## src/rtl/core/upsa_pkg.sv

```systemverilog
// Shared types, constants and helper functions for the pin scan announcer.
`default_nettype none

package upsa_pkg;

   // Scan table and message layout
   localparam int PIN_COUNT    = 8;
   localparam int PIN_IDX_W    = 3;
   localparam int MSG_LEN      = 16;
   localparam int BITS_PER_CHR = 10;

   // Field widths
   localparam int TIME_W  = 12;
   localparam int FRAC_W  = 8;
   localparam int PIN_W   = 5;
   localparam int SYNC_W  = 16;
   localparam int PASS_W  = 4;
   localparam int CHAR_W  = 4;
   localparam int BIT_W   = 4;
   localparam int CSR_A_W = 3;
   localparam int CSR_D_W = 16;

   // Configuration register indexes
   typedef enum logic [CSR_A_W-1:0] {
      CSR_SCAN_ENABLE   = 3'd0,
      CSR_SYNCS_PER_PIN = 3'd1,
      CSR_PASS_LIMIT    = 3'd2,
      CSR_BIT_WHOLE_US  = 3'd3,
      CSR_BIT_FRAC_STEP = 3'd4,
      CSR_BIT_FRAC_MOD  = 3'd5
   } csr_index_type;

   typedef struct packed {
      logic              scan_enable;
      logic [SYNC_W-1:0] syncs_per_pin;
      logic [PASS_W-1:0] pass_limit;
      logic [7:0]        bit_whole_us;
      logic [7:0]        bit_frac_step;
      logic [7:0]        bit_frac_modulus;
   } cfg_type;

   typedef struct packed {
      logic             drive_enable;
      logic             line_level;
      logic [PIN_W-1:0] pin_number;
      logic             scanning;
      logic             scan_finished;
   } result_type;

   typedef struct packed {
      logic [TIME_W-1:0] edge_time;
      logic [FRAC_W-1:0] frac_acc;
   } edge_type;

   // Pin numbers visited in scan order
   function automatic logic [PIN_W-1:0] pin_lookup(input logic [PIN_IDX_W-1:0] idx);
      logic [PIN_W-1:0] pin;
      case (idx)
         3'd0:    pin = 5'd28;
         3'd1:    pin = 5'd29;
         3'd2:    pin = 5'd22;
         3'd3:    pin = 5'd23;
         3'd4:    pin = 5'd24;
         3'd5:    pin = 5'd25;
         3'd6:    pin = 5'd26;
         default: pin = 5'd27;
      endcase
      return pin;
   endfunction

   // Character k of the announcement; the pin goes out as two decimal digits
   function automatic logic [7:0] char_code(input logic [CHAR_W-1:0] k,
                                            input logic [PIN_W-1:0]  pin);
      logic [1:0]       tens;
      logic [PIN_W-1:0] ones;
      logic [7:0]       code;
      tens = (pin >= 5'd30) ? 2'd3 : (pin >= 5'd20) ? 2'd2 : (pin >= 5'd10) ? 2'd1 : 2'd0;
      ones = pin - ({3'd0, tens} * 5'd10);
      case (k)
         4'd0:    code = 8'h0D;
         4'd1:    code = 8'h0A;
         4'd2:    code = 8'h55;
         4'd3:    code = 8'h45;
         4'd4:    code = 8'h58;
         4'd5:    code = 8'h54;
         4'd6:    code = 8'h20;
         4'd7:    code = 8'h47;
         4'd8:    code = 8'h50;
         4'd9:    code = 8'h49;
         4'd10:   code = 8'h4F;
         4'd11:   code = 8'h3D;
         4'd12:   code = 8'h30 + {6'd0, tens};
         4'd13:   code = 8'h30 + {3'd0, ones};
         4'd14:   code = 8'h0D;
         default: code = 8'h0A;
      endcase
      return code;
   endfunction

   // Bit n of the 8N1 frame: start 0, data LSB first, stop 1
   function automatic logic frame_bit(input logic [CHAR_W-1:0] k,
                                      input logic [BIT_W-1:0]  n,
                                      input logic [PIN_W-1:0]  pin);
      logic [15:0] frame;
      frame = {6'd0, 1'b1, char_code(k, pin), 1'b0};
      return frame[n];
   endfunction

   // Move the bit edge by one period, carrying the fraction into a microsecond
   function automatic edge_type advance_edge(input logic [TIME_W-1:0] edge_time,
                                             input logic [FRAC_W-1:0] frac_acc,
                                             input cfg_type           cfg);
      logic [FRAC_W:0] f;
      logic            carry;
      edge_type        res;
      f     = {1'b0, frac_acc} + {1'b0, cfg.bit_frac_step};
      carry = (f >= {1'b0, cfg.bit_frac_modulus});
      if (carry) begin
         f = f - {1'b0, cfg.bit_frac_modulus};
      end
      res.frac_acc  = f[FRAC_W-1:0];
      res.edge_time = edge_time + {4'd0, cfg.bit_whole_us} + {11'd0, carry};
      return res;
   endfunction

endpackage

`default_nettype wire

```

## src/rtl/core/uart_pin_scan_announcer_top.sv

```systemverilog
// Pin scan announcer: stream ports, configuration registers and result register.
// The result of a transfer appears on rsp_ in the cycle after it is accepted.
// Throughput: one transfer per cycle while the result register is free or being drained; the state
//   update and next result come from one pass of logic between the state registers and the result register.
// Reset: synchronous; clears scan state, empties the result register and loads the
//   configuration defaults (scan off, 95 syncs per pin, 4 passes, 8 49/72 us per bit).
`default_nettype none

module uart_pin_scan_announcer_top
   import upsa_pkg::*;
(
   input  wire                clock,
   input  wire                reset,
   input  wire                req_tvalid,
   output logic               req_tready,
   input  wire  [7:0]         req_tdata,   // [0] us_tick, [1] sync_pulse
   output logic               rsp_tvalid,
   input  wire                rsp_tready,
   output logic [15:0]        rsp_tdata,   // [0] drive_enable, [1] line_level,
                                           // [6:2] pin_number, [7] scanning,
                                           // [8] scan_finished
   input  wire                csr_we,
   input  wire  [CSR_A_W-1:0] csr_addr,
   input  wire  [CSR_D_W-1:0] csr_wdata
);

   cfg_type    cfg_ff;
   result_type result;
   result_type rsp_data_ff;
   logic       rsp_valid_ff;
   logic       req_xfer;

   // Accept when the result register is free or being drained
   assign req_tready = !rsp_valid_ff || rsp_tready;
   assign req_xfer   = req_tvalid && req_tready;

   upsa_core u_core (
      .clock      (clock),
      .reset      (reset),
      .step       (req_xfer),
      .us_tick    (req_tdata[0]),
      .sync_pulse (req_tdata[1]),
      .cfg        (cfg_ff),
      .result     (result)
   );

   // Configuration writes
   always_ff @(posedge clock) begin
      if (reset) begin
         cfg_ff.scan_enable      <= 1'b0;
         cfg_ff.syncs_per_pin    <= 16'd95;
         cfg_ff.pass_limit       <= 4'd4;
         cfg_ff.bit_whole_us     <= 8'd8;
         cfg_ff.bit_frac_step    <= 8'd49;
         cfg_ff.bit_frac_modulus <= 8'd72;
      end else if (csr_we) begin
         unique case (csr_addr)
            CSR_SCAN_ENABLE:   cfg_ff.scan_enable      <= csr_wdata[0];
            CSR_SYNCS_PER_PIN: cfg_ff.syncs_per_pin    <= csr_wdata;
            CSR_PASS_LIMIT:    cfg_ff.pass_limit       <= csr_wdata[PASS_W-1:0];
            CSR_BIT_WHOLE_US:  cfg_ff.bit_whole_us     <= csr_wdata[7:0];
            CSR_BIT_FRAC_STEP: cfg_ff.bit_frac_step    <= csr_wdata[7:0];
            CSR_BIT_FRAC_MOD:  cfg_ff.bit_frac_modulus <= csr_wdata[7:0];
            default: ;
         endcase
      end
   end

   // Result register: load on accept, drop on output transfer
   always_ff @(posedge clock) begin
      if (reset) begin
         rsp_valid_ff <= 1'b0;
      end else if (req_xfer) begin
         rsp_valid_ff <= 1'b1;
      end else if (rsp_tready) begin
         rsp_valid_ff <= 1'b0;
      end
   end

   always_ff @(posedge clock) begin
      if (req_xfer) begin
         rsp_data_ff <= result;
      end
   end

   assign rsp_tvalid = rsp_valid_ff;
   assign rsp_tdata  = {7'd0,
                        rsp_data_ff.scan_finished,
                        rsp_data_ff.scanning,
                        rsp_data_ff.pin_number,
                        rsp_data_ff.line_level,
                        rsp_data_ff.drive_enable};

endmodule

`default_nettype wire

```

## src/rtl/core/upsa_core.sv

```systemverilog
// Scan state and serial bit timing; computes the next state and the result per transfer.
`default_nettype none

module upsa_core
   import upsa_pkg::*;
(
   input  wire        clock,
   input  wire        reset,
   input  wire        step,
   input  wire        us_tick,
   input  wire        sync_pulse,
   input  cfg_type    cfg,
   output result_type result
);

   logic [SYNC_W-1:0]    sync_count_ff,  sync_count_in;
   logic [PIN_IDX_W-1:0] pin_index_ff,   pin_index_in;
   logic [PASS_W-1:0]    pass_count_ff,  pass_count_in;
   logic                 scan_done_ff,   scan_done_in;
   logic                 announcing_ff,  announcing_in;
   logic [CHAR_W-1:0]    char_index_ff,  char_index_in;
   logic [BIT_W-1:0]     bit_index_ff,   bit_index_in;
   logic [TIME_W-1:0]    elapsed_us_ff,  elapsed_us_in;
   logic [TIME_W-1:0]    edge_time_ff,   edge_time_in;
   logic [FRAC_W-1:0]    frac_acc_ff,    frac_acc_in;
   logic [PIN_W-1:0]     current_pin_ff, current_pin_in;
   logic                 level_ff,       level_in;

   logic                 finished;
   logic                 active;
   logic                 drive;
   edge_type             adv_cur;
   edge_type             adv_zero;
   logic [TIME_W-1:0]    elapsed;
   logic [BIT_W-1:0]     bit_next;
   logic [CHAR_W:0]      char_next;
   logic [PIN_IDX_W+1:0] pin_next;
   logic [PASS_W:0]      pass_next;
   logic [SYNC_W:0]      sync_next;

   assign adv_cur  = advance_edge(edge_time_ff, frac_acc_ff, cfg);
   assign adv_zero = advance_edge('0, '0, cfg);

   // Next scan and bit timing state
   always_comb begin
      sync_count_in  = sync_count_ff;
      pin_index_in   = pin_index_ff;
      pass_count_in  = pass_count_ff;
      scan_done_in   = scan_done_ff;
      announcing_in  = announcing_ff;
      char_index_in  = char_index_ff;
      bit_index_in   = bit_index_ff;
      elapsed_us_in  = elapsed_us_ff;
      edge_time_in   = edge_time_ff;
      frac_acc_in    = frac_acc_ff;
      current_pin_in = current_pin_ff;
      level_in       = level_ff;
      finished       = 1'b0;
      elapsed        = elapsed_us_ff + {{(TIME_W-1){1'b0}}, us_tick};
      bit_next       = bit_index_ff + 4'd1;
      char_next      = {1'b0, char_index_ff} + 5'd1;
      pin_next       = {2'b00, pin_index_ff} + 5'd1;
      pass_next      = {1'b0, pass_count_ff} + 5'd1;
      sync_next      = {1'b0, sync_count_ff} + 17'd1;

      if (step && cfg.scan_enable && !scan_done_ff) begin
         if (announcing_ff) begin
            elapsed_us_in = elapsed;
            if (elapsed >= edge_time_ff) begin
               if (bit_next >= BIT_W'(BITS_PER_CHR)) begin
                  if (char_next >= (CHAR_W+1)'(MSG_LEN)) begin
                     // Last stop bit done: release the pin, step to the next one
                     announcing_in = 1'b0;
                     char_index_in = '0;
                     bit_index_in  = '0;
                     level_in      = 1'b1;
                     if (pin_next >= (PIN_IDX_W+2)'(PIN_COUNT) || pin_next[PIN_IDX_W]) begin
                        pin_index_in  = '0;
                        pass_count_in = pass_next[PASS_W-1:0];
                        if (pass_next >= {1'b0, cfg.pass_limit}) begin
                           scan_done_in = 1'b1;
                           finished     = 1'b1;
                        end
                     end else begin
                        pin_index_in = pin_next[PIN_IDX_W-1:0];
                     end
                  end else begin
                     // Next character starts with its start bit
                     char_index_in = char_next[CHAR_W-1:0];
                     bit_index_in  = '0;
                     elapsed_us_in = '0;
                     level_in      = frame_bit(char_next[CHAR_W-1:0], '0, current_pin_ff);
                     edge_time_in  = adv_zero.edge_time;
                     frac_acc_in   = adv_zero.frac_acc;
                  end
               end else begin
                  bit_index_in = bit_next;
                  level_in     = frame_bit(char_index_ff, bit_next, current_pin_ff);
                  edge_time_in = adv_cur.edge_time;
                  frac_acc_in  = adv_cur.frac_acc;
               end
            end
         end else if (sync_pulse) begin
            if (sync_next >= {1'b0, cfg.syncs_per_pin}) begin
               // Open an announcement on the next table pin
               sync_count_in  = '0;
               current_pin_in = pin_lookup(pin_index_ff);
               announcing_in  = 1'b1;
               char_index_in  = '0;
               bit_index_in   = '0;
               elapsed_us_in  = '0;
               level_in       = frame_bit('0, '0, current_pin_ff);
               edge_time_in   = adv_zero.edge_time;
               frac_acc_in    = adv_zero.frac_acc;
            end else begin
               sync_count_in = sync_next[SYNC_W-1:0];
            end
         end
      end
   end

   // Result seen after this transfer's update
   always_comb begin
      active                = cfg.scan_enable && !scan_done_in;
      drive                 = active && announcing_in;
      result.drive_enable   = drive;
      result.line_level     = drive ? level_in : 1'b1;
      result.pin_number     = current_pin_in;
      result.scanning       = active;
      result.scan_finished  = finished;
   end

   // Hold state between transfers
   always_ff @(posedge clock) begin
      if (reset) begin
         sync_count_ff  <= '0;
         pin_index_ff   <= '0;
         pass_count_ff  <= '0;
         scan_done_ff   <= 1'b0;
         announcing_ff  <= 1'b0;
         char_index_ff  <= '0;
         bit_index_ff   <= '0;
         elapsed_us_ff  <= '0;
         edge_time_ff   <= '0;
         frac_acc_ff    <= '0;
         current_pin_ff <= '0;
         level_ff       <= 1'b1;
      end else begin
         sync_count_ff  <= sync_count_in;
         pin_index_ff   <= pin_index_in;
         pass_count_ff  <= pass_count_in;
         scan_done_ff   <= scan_done_in;
         announcing_ff  <= announcing_in;
         char_index_ff  <= char_index_in;
         bit_index_ff   <= bit_index_in;
         elapsed_us_ff  <= elapsed_us_in;
         edge_time_ff   <= edge_time_in;
         frac_acc_ff    <= frac_acc_in;
         current_pin_ff <= current_pin_in;
         level_ff       <= level_in;
      end
   end

endmodule

`default_nettype wire
```

## config.mk

```make
export PLATFORM = sky130hd
export DESIGN_NAME = uart_pin_scan_announcer_top
export DESIGN_NICKNAME = d
export VERILOG_FILES = /design/src/rtl/core/upsa_pkg.sv /design/src/rtl/core/uart_pin_scan_announcer_top.sv /design/src/rtl/core/upsa_core.sv
export SDC_FILE = /design/constraint.sdc
export NUM_CORES = 1
export LEC_CHECK = 0
export BUFFER_PORTS_ARGS = -buffer_cell sky130_fd_sc_hd__buf_2
export CAP_MARGIN = 15
export CELL_PAD_IN_SITES_DETAIL_PLACEMENT = 0
export CELL_PAD_IN_SITES_GLOBAL_PLACEMENT = 1
export CORE_ASPECT_RATIO = 0.75
export CORE_UTILIZATION = 30
export DETAILED_ROUTE_END_ITERATION = 10
export HOLD_SLACK_MARGIN = 0.12
export PLACE_DENSITY = 0.66
export SLEW_MARGIN = 20
export SYNTH_ARGS = -nofsm -noshare
export SYNTH_HDL_FRONTEND = slang
export SYNTH_HIERARCHICAL = 1
export SYNTH_SLANG_ARGS = --single-unit
```

## constraint.sdc

```tcl
create_clock -name clock -period 4.2 [get_ports clock]
set_input_delay 0.63 -clock clock [delete_from_list [all_inputs] [get_ports clock]]
set_output_delay 0.63 -clock clock [all_outputs]
set_load 0.02 [all_outputs]
```

# Yosys cells after proc, flatten, opt, wreduce, memory -nomap -nowiden
# Index checks and enable logic that the tools add are counted.
[word_totals]
register_bits = 126
out_inout_bits = 18
elab_cells = 180
[op_classes]
add_sub_neg = 15
n_mul = 1
n_lt_le_gt_ge = 12
eq_ne = 27
mux = 70
bitwise_logic = 1
n_reduce_logical = 30
[op_table]
columns = ["cell", "count"]
rows = [
  ["2-to-1 mux 12 bit", 12],
  ["one-hot mux 8 bit (13 select lines)", 1],
  ["2-to-1 mux 8 bit", 12],
  ["2-to-1 mux 4 bit", 9],
  ["equality test 4 bit, second input constant", 7],
  ["one-hot mux 4 bit (7 select lines)", 1],
  ["2-to-1 mux 1 bit", 26],
  ["adder 12 x 1 -> 12 bit", 2],
  ["2-to-1 mux 5 bit", 4],
  ["adder 16 x 1 -> 17 bit, second input constant", 1],
  [">= comparator 17 x 16 -> 1 bit", 1],
  ["equality test 4 x 3 -> 1 bit, second input constant", 4],
  ["2-to-1 mux 16 bit", 1],
  ["subtractor 8 bit", 2],
  ["equality test 3 bit, second input constant", 5],
  [">= comparator 5 bit, second input constant", 3],
  ["AND reduction 5 bit", 3],
  ["adder 12 x 8 -> 12 bit", 1],
  ["equality test 3 x 2 -> 1 bit, second input constant", 4],
  [">= comparator 12 bit", 1],
  ["AND reduction 2 bit", 6],
  ["adder 4 x 1 -> 5 bit, second input constant", 2],
  [">= comparator 5 x 4 -> 1 bit, second input constant", 2],
  ["adder 8 x 1 -> 9 bit", 1],
  ["other kinds (30)", 45],
]

# Longest topological paths before layout
[depth]
word_depth = 18
ltp_mapped = 21
depth_no_buf = 20

# By module
# Netlist, hierarchy kept.
[modules_own_cells]
columns = ["mod", "instances", "cells_each", "area_per_inst_um2", "seq_area_each_um2"]
rows = [
  ["upsa_core", 1, 866, 6925.4, 1421.4],
  ["uart_pin_scan_announcer_top", 1, 203, 2283.4, 1191.1],
]

# Worst setup path before layout
# Ideal clock, no wire load.
[synth_path]
path_type = "register -> register"
startpoint = "register cfg_ff[8] in the netlist's numbering"
endpoint = "register u_core.edge_time_ff[10]"
arrival_time_ps = 4544
required_ps = 4108
setup_slack_ps = -436
path_stages_with_launch = 21
path_cell_list = "dfxtp_1 > ha_1 > fa_1 > a211oi_1 > o21ai_0 > a211oi_1 > a21oi_1 > ha_1 > nand4_1 > o21ai_0 > a221oi_2 > buf_4 > fa_1 > fa_1 > nor2b_1 > o21a_1 > o211ai_1 > a31oi_1 > nand3_1 > or4_1 > o32ai_1"
[synth_via]
elab_chain_len = 6
[synth_lines]
columns = ["item", "line_no", "rtl"]
rows = [
  ["start, declared", "uart_pin_scan_announcer_top.sv:27", "cfg_type cfg_ff;"],
  ["adder 8 x 8 -> 9 bit", "upsa_pkg.sv:116", "f = {1'b0, frac_acc} + {1'b0, cfg.bit_frac_step};"],
  [">= comparator 9 x 8 -> 1 bit", "upsa_pkg.sv:117", "carry = (f >= {1'b0, cfg.bit_frac_modulus});"],
  ["adder 12 x 1 -> 12 bit", "upsa_pkg.sv:122", "res.edge_time = edge_time + {4'd0, cfg.bit_whole_us} + {11'd0, carry};"],
  ["2-to-1 mux 12 bit", "upsa_core.sv:70", "if (bit_next >= BIT_W'(BITS_PER_CHR)) begin"],
  ["2-to-1 mux 12 bit", "upsa_core.sv:69", "if (elapsed >= edge_time_ff) begin"],
  ["2-to-1 mux 12 bit", "upsa_core.sv:67", "if (announcing_ff) begin"],
  ["end signal, assigned", "upsa_core.sv:157", "edge_time_ff <= edge_time_in;"],
  ["end, declared", "upsa_core.sv:24", "logic [TIME_W-1:0] edge_time_ff, edge_time_in;"],
]
# No other way between the ends. The select of a mux whose other input is x is not followed.
# A chain may end at the register's enable or synchronous reset.

# Final worst setup path
# Same ends and word-level chain as after synthesis.

==> results.md <==
- Drt via density: 4.959
- Endpoints failing setup: 2
- Syn_area_per_cell: 8.614 um^2
- Worst VDD drop: 0.0002804 V
- Synthesis-stage register bit count: 126
- CORE AREA: 30140 um^2
- RR Startpoint: cfg_ff[8]
- Total power: 2805 uW
- Nets: 1259
- Cells after Synth: 1069
- Fraction of layout cells with a size suffix above 1: 0.1704
- Sequential fraction of the synthesis area: 0.2837
- FF/Latch Area: 2615 um^2
- Area grow syn2layout: 16.81%
- Failing checks: setup timing
- Worst min-delay path startpoint: req_tvalid
- Leakage power figure: 0.004373 uW
- Reg clk slew, reported paths: 70 ps
- CTS sink count: 126
- IO Pins: 50
- Routability congestion estimate: 0.8884
- Area leader, netlist: dfxtp_1
- Actual slew at the worst max-slew pin: 950.1 ps
- Synth top area cells: dfxtp_1 (25%), ha_1 (11%), mux2i_1 (5.9%)
- Vias in the first global route: 7337
- Vias: 7682
- Die Y: 153.7 um
- Worst setup SP type: flip-flop
- Asr flop ratio synth: 0
- Routed Antenna Nets: 0
- Outcome: complete, but fails checks
- Crit path DAT: 4750 ps
- Netlist area before placement: 9209 um^2
- Final worst path period need: 4415 ps
- Clk_lat worst skew: 430 ps
- Worst path cell trace: ha_4, fa_2, buf_6, a21o_1, a21oi_2, xnor2_2, ha_1, buf_6, nand4_1, o21ai_2, a221oi_4, fa_2, fa_2, nor2b_4, o21a_1, o211ai_1, a31oi_1, nand3_1, or4_1, o32ai_2
- Hold slack: 446.2 ps
- Yosys Warn Count: 6
- DP HPWL: 17880 um
- H-Tree Depth: 4
- DP Worst Slack: -326.3 ps
- Slew HR: 0.3666
- Largest net degree at the start of global routing: 76
- Filler cell count: 3080
- Critical path type: reg2reg
- Drt initial violations: 644
- Row cnt: 55
- Antenna Cells: 0
- First-pass GRT wire length: 38800 um
- Max-slew violation count: 0
- Initial antenna violation count: 0
- Worst Hold Class: in2reg
- # Max-Cap Violations: 0
- CP max stage cell: or4_1
- Congestion Overflow GR: 0
- Drt pass-1 iters: 5
- Most used cell, CP: fa_2
- Worst setup startpoint: cfg_ff[8]
- Slowest stage delay, CP: 420 ps
- Critical Path RT: 4540 ps
- Main synth FF type: dfxtp_1
- Final Hold Viols: 0
- CTS tree: done
- Global Route Usage Sum: 0.1564
- Final setup TNS: -382.0 ps
- DR DRC count: 0
- TritonCTS Buffers: 17
- Clock Path Buffers: 2
- Pwr dens: 260.8 nW/um^2
- Die Span X: 204.3 um
- Footprint of the multi-input gates: 6140 um^2
- Overall die area: 31410 um^2
- Initial core utilization: 0.3055
- Post-synth EDFFs: 9
- Synth unique cells: 91
- Clock root buffer: clkbuf_16
- Post-synth top area share: 0.2543
- Setup Skew: 9.096 ps
- PortBufs: 36
- Max Freq: 226.5 MHz
- Critical Path Sink Type: flip-flop
- Final worst slack: -215.2 ps
- WL/cell: 15.46 um
- Final Non-Filler Cells: 1549
- Crit share post-route: 1.051
- RSZ-0062 raised after global routing: true
- CP Max Fanout: 3
- Cells after DPL: 1510
- Final wirelength: 23940 um
==> what timing repair did <==
action | 4_1_cts | 5_1_grt
pin swaps | 12 | 2
endpoints found under the setup margin | 4 | 9
gates resized for setup | 11 | 14
setup buffers | 4 | 3
hold buffers | 0 | 0
==> metrics by stage <==
stage	cell area, um^2	utilization
2_1_floorplan	9258	-
3_3_place_gp	10050	0.3333
6_report	10760	0.3569
5_1_grt	10760	0.3569
4_1_cts	10670	0.3539
3_5_place_dp	10050	0.3333
==> logic make-up after synthesis <==
kind of cell / after synthesis / share of synthesized area
buf+inv: 130 / 0.06766
other cells: 1 / 0.0004072
mux: 60 / 0.06603
xor+xnor: 64 / 0.06087
compound gates: 237 / 0.1841
flops: 126 / 0.2837
simple gates: 360 / 0.2090
fa+ha+maj: 91 / 0.1283
==> sequential cells by signal (all words and copies together), names as in the netlist, 4 cells and up <==
register,count
u_core/char_index_ff,4
u_core/bit_index_ff,4
u_core/frac_acc_ff,8
u_core/current_pin_ff,5
u_core/pass_count_ff,4
u_core/edge_time_ff,12
u_core/sync_count_ff,16
rsp_tdata,9
u_core/elapsed_us_ff,12
cfg_ff,45
==> critical path: cells and delay by family (launching register included) <==
family / cells / cell delay [ps]
and+or+nand+nor: 4 / 760
DFF: 1 / 330
xor gates and xnor gates: 1 / 100
buffers and inverters: 2 / 250
AOI/OAI and AO/OA: 8 / 1200
adders and majority gates: 5 / 1650
==> report_power, final <==
part / total (uW) / leakage, uW / internal [uW] / switching, uW
combinational: 202 / 0.00307 / 82.4 / 120
sequential: 1230 / 0.00103 / 1220 / 9.95
clock: 1370 / 0.000267 / 764 / 607
==> final timing paths <==
| check | to | cells past startpoint | slack [ps] |
|---|---|---|---|
| worst max-delay path | u_core/edge_time_ff[10] | 20 | -220 |
| worst min-delay path | rsp_tvalid | 3 | 450 |
| worst max register to register | u_core/edge_time_ff[10] | 20 | -220 |
| worst min register to register | u_core/scan_done_ff | 2 | 470 |
==> cell type report <==
class / count / share of cell area
Timing Repair Buffer: 103 / 0.06560
Multi-Input combinational cell: 819 / 0.5708
Tap cell: 399 / 0.04641
Sequential cell: 126 / 0.2431
Clock buffer: 18 / 0.03990
Inverter: 70 / 0.02443
Clock inverter: 14 / 0.009771
==> layer usage <==
layer	vias to the layer above	wire (um)	GRT usage
li1	3962	-	-
met1	3585	12980	0.2328
met2	115	9830	0.2241
met3	20	871	0.03243
met4	0	261	0.04229
met5	-	0	0
==> cell usage after synthesis (15+ instances only) <==
library cell / n
mux2i_1: 54
a211oi_1: 15
nand2b_1: 70
nor2_1: 89
nor3_1: 15
dfxtp_1: 117
nand3_1: 29
clkbuf_1: 24
nor2b_1: 16
o21ai_0: 33
inv_1: 69
a21oi_1: 57
ha_1: 84
xor2_1: 33
nand2_1: 61
xnor2_1: 31
==> cell usage in the layout, fill, tap and decap left out, types with 9 or more instances in the layout <==
cell type    n
buf_2       35
nor2_1      87
xor2_1      33
nand2b_1    70
and3_1      12
a311oi_1    10
clkbuf_16   17
ha_1        83
dfxtp_1    115
a21oi_1     54
xnor2_1     30
nor2b_1     15
edfxtp_1     9
nor3_1      14
buf_4       65
mux2i_1     54
inv_1       69
and2_1      10
a211oi_1    13
o21ai_0     29
nand4_1     10
a31oi_1     10
o21a_1      13
nand3_1     29
nand2_1     60
Note: power is estimated with default switching activity, not from simulation.
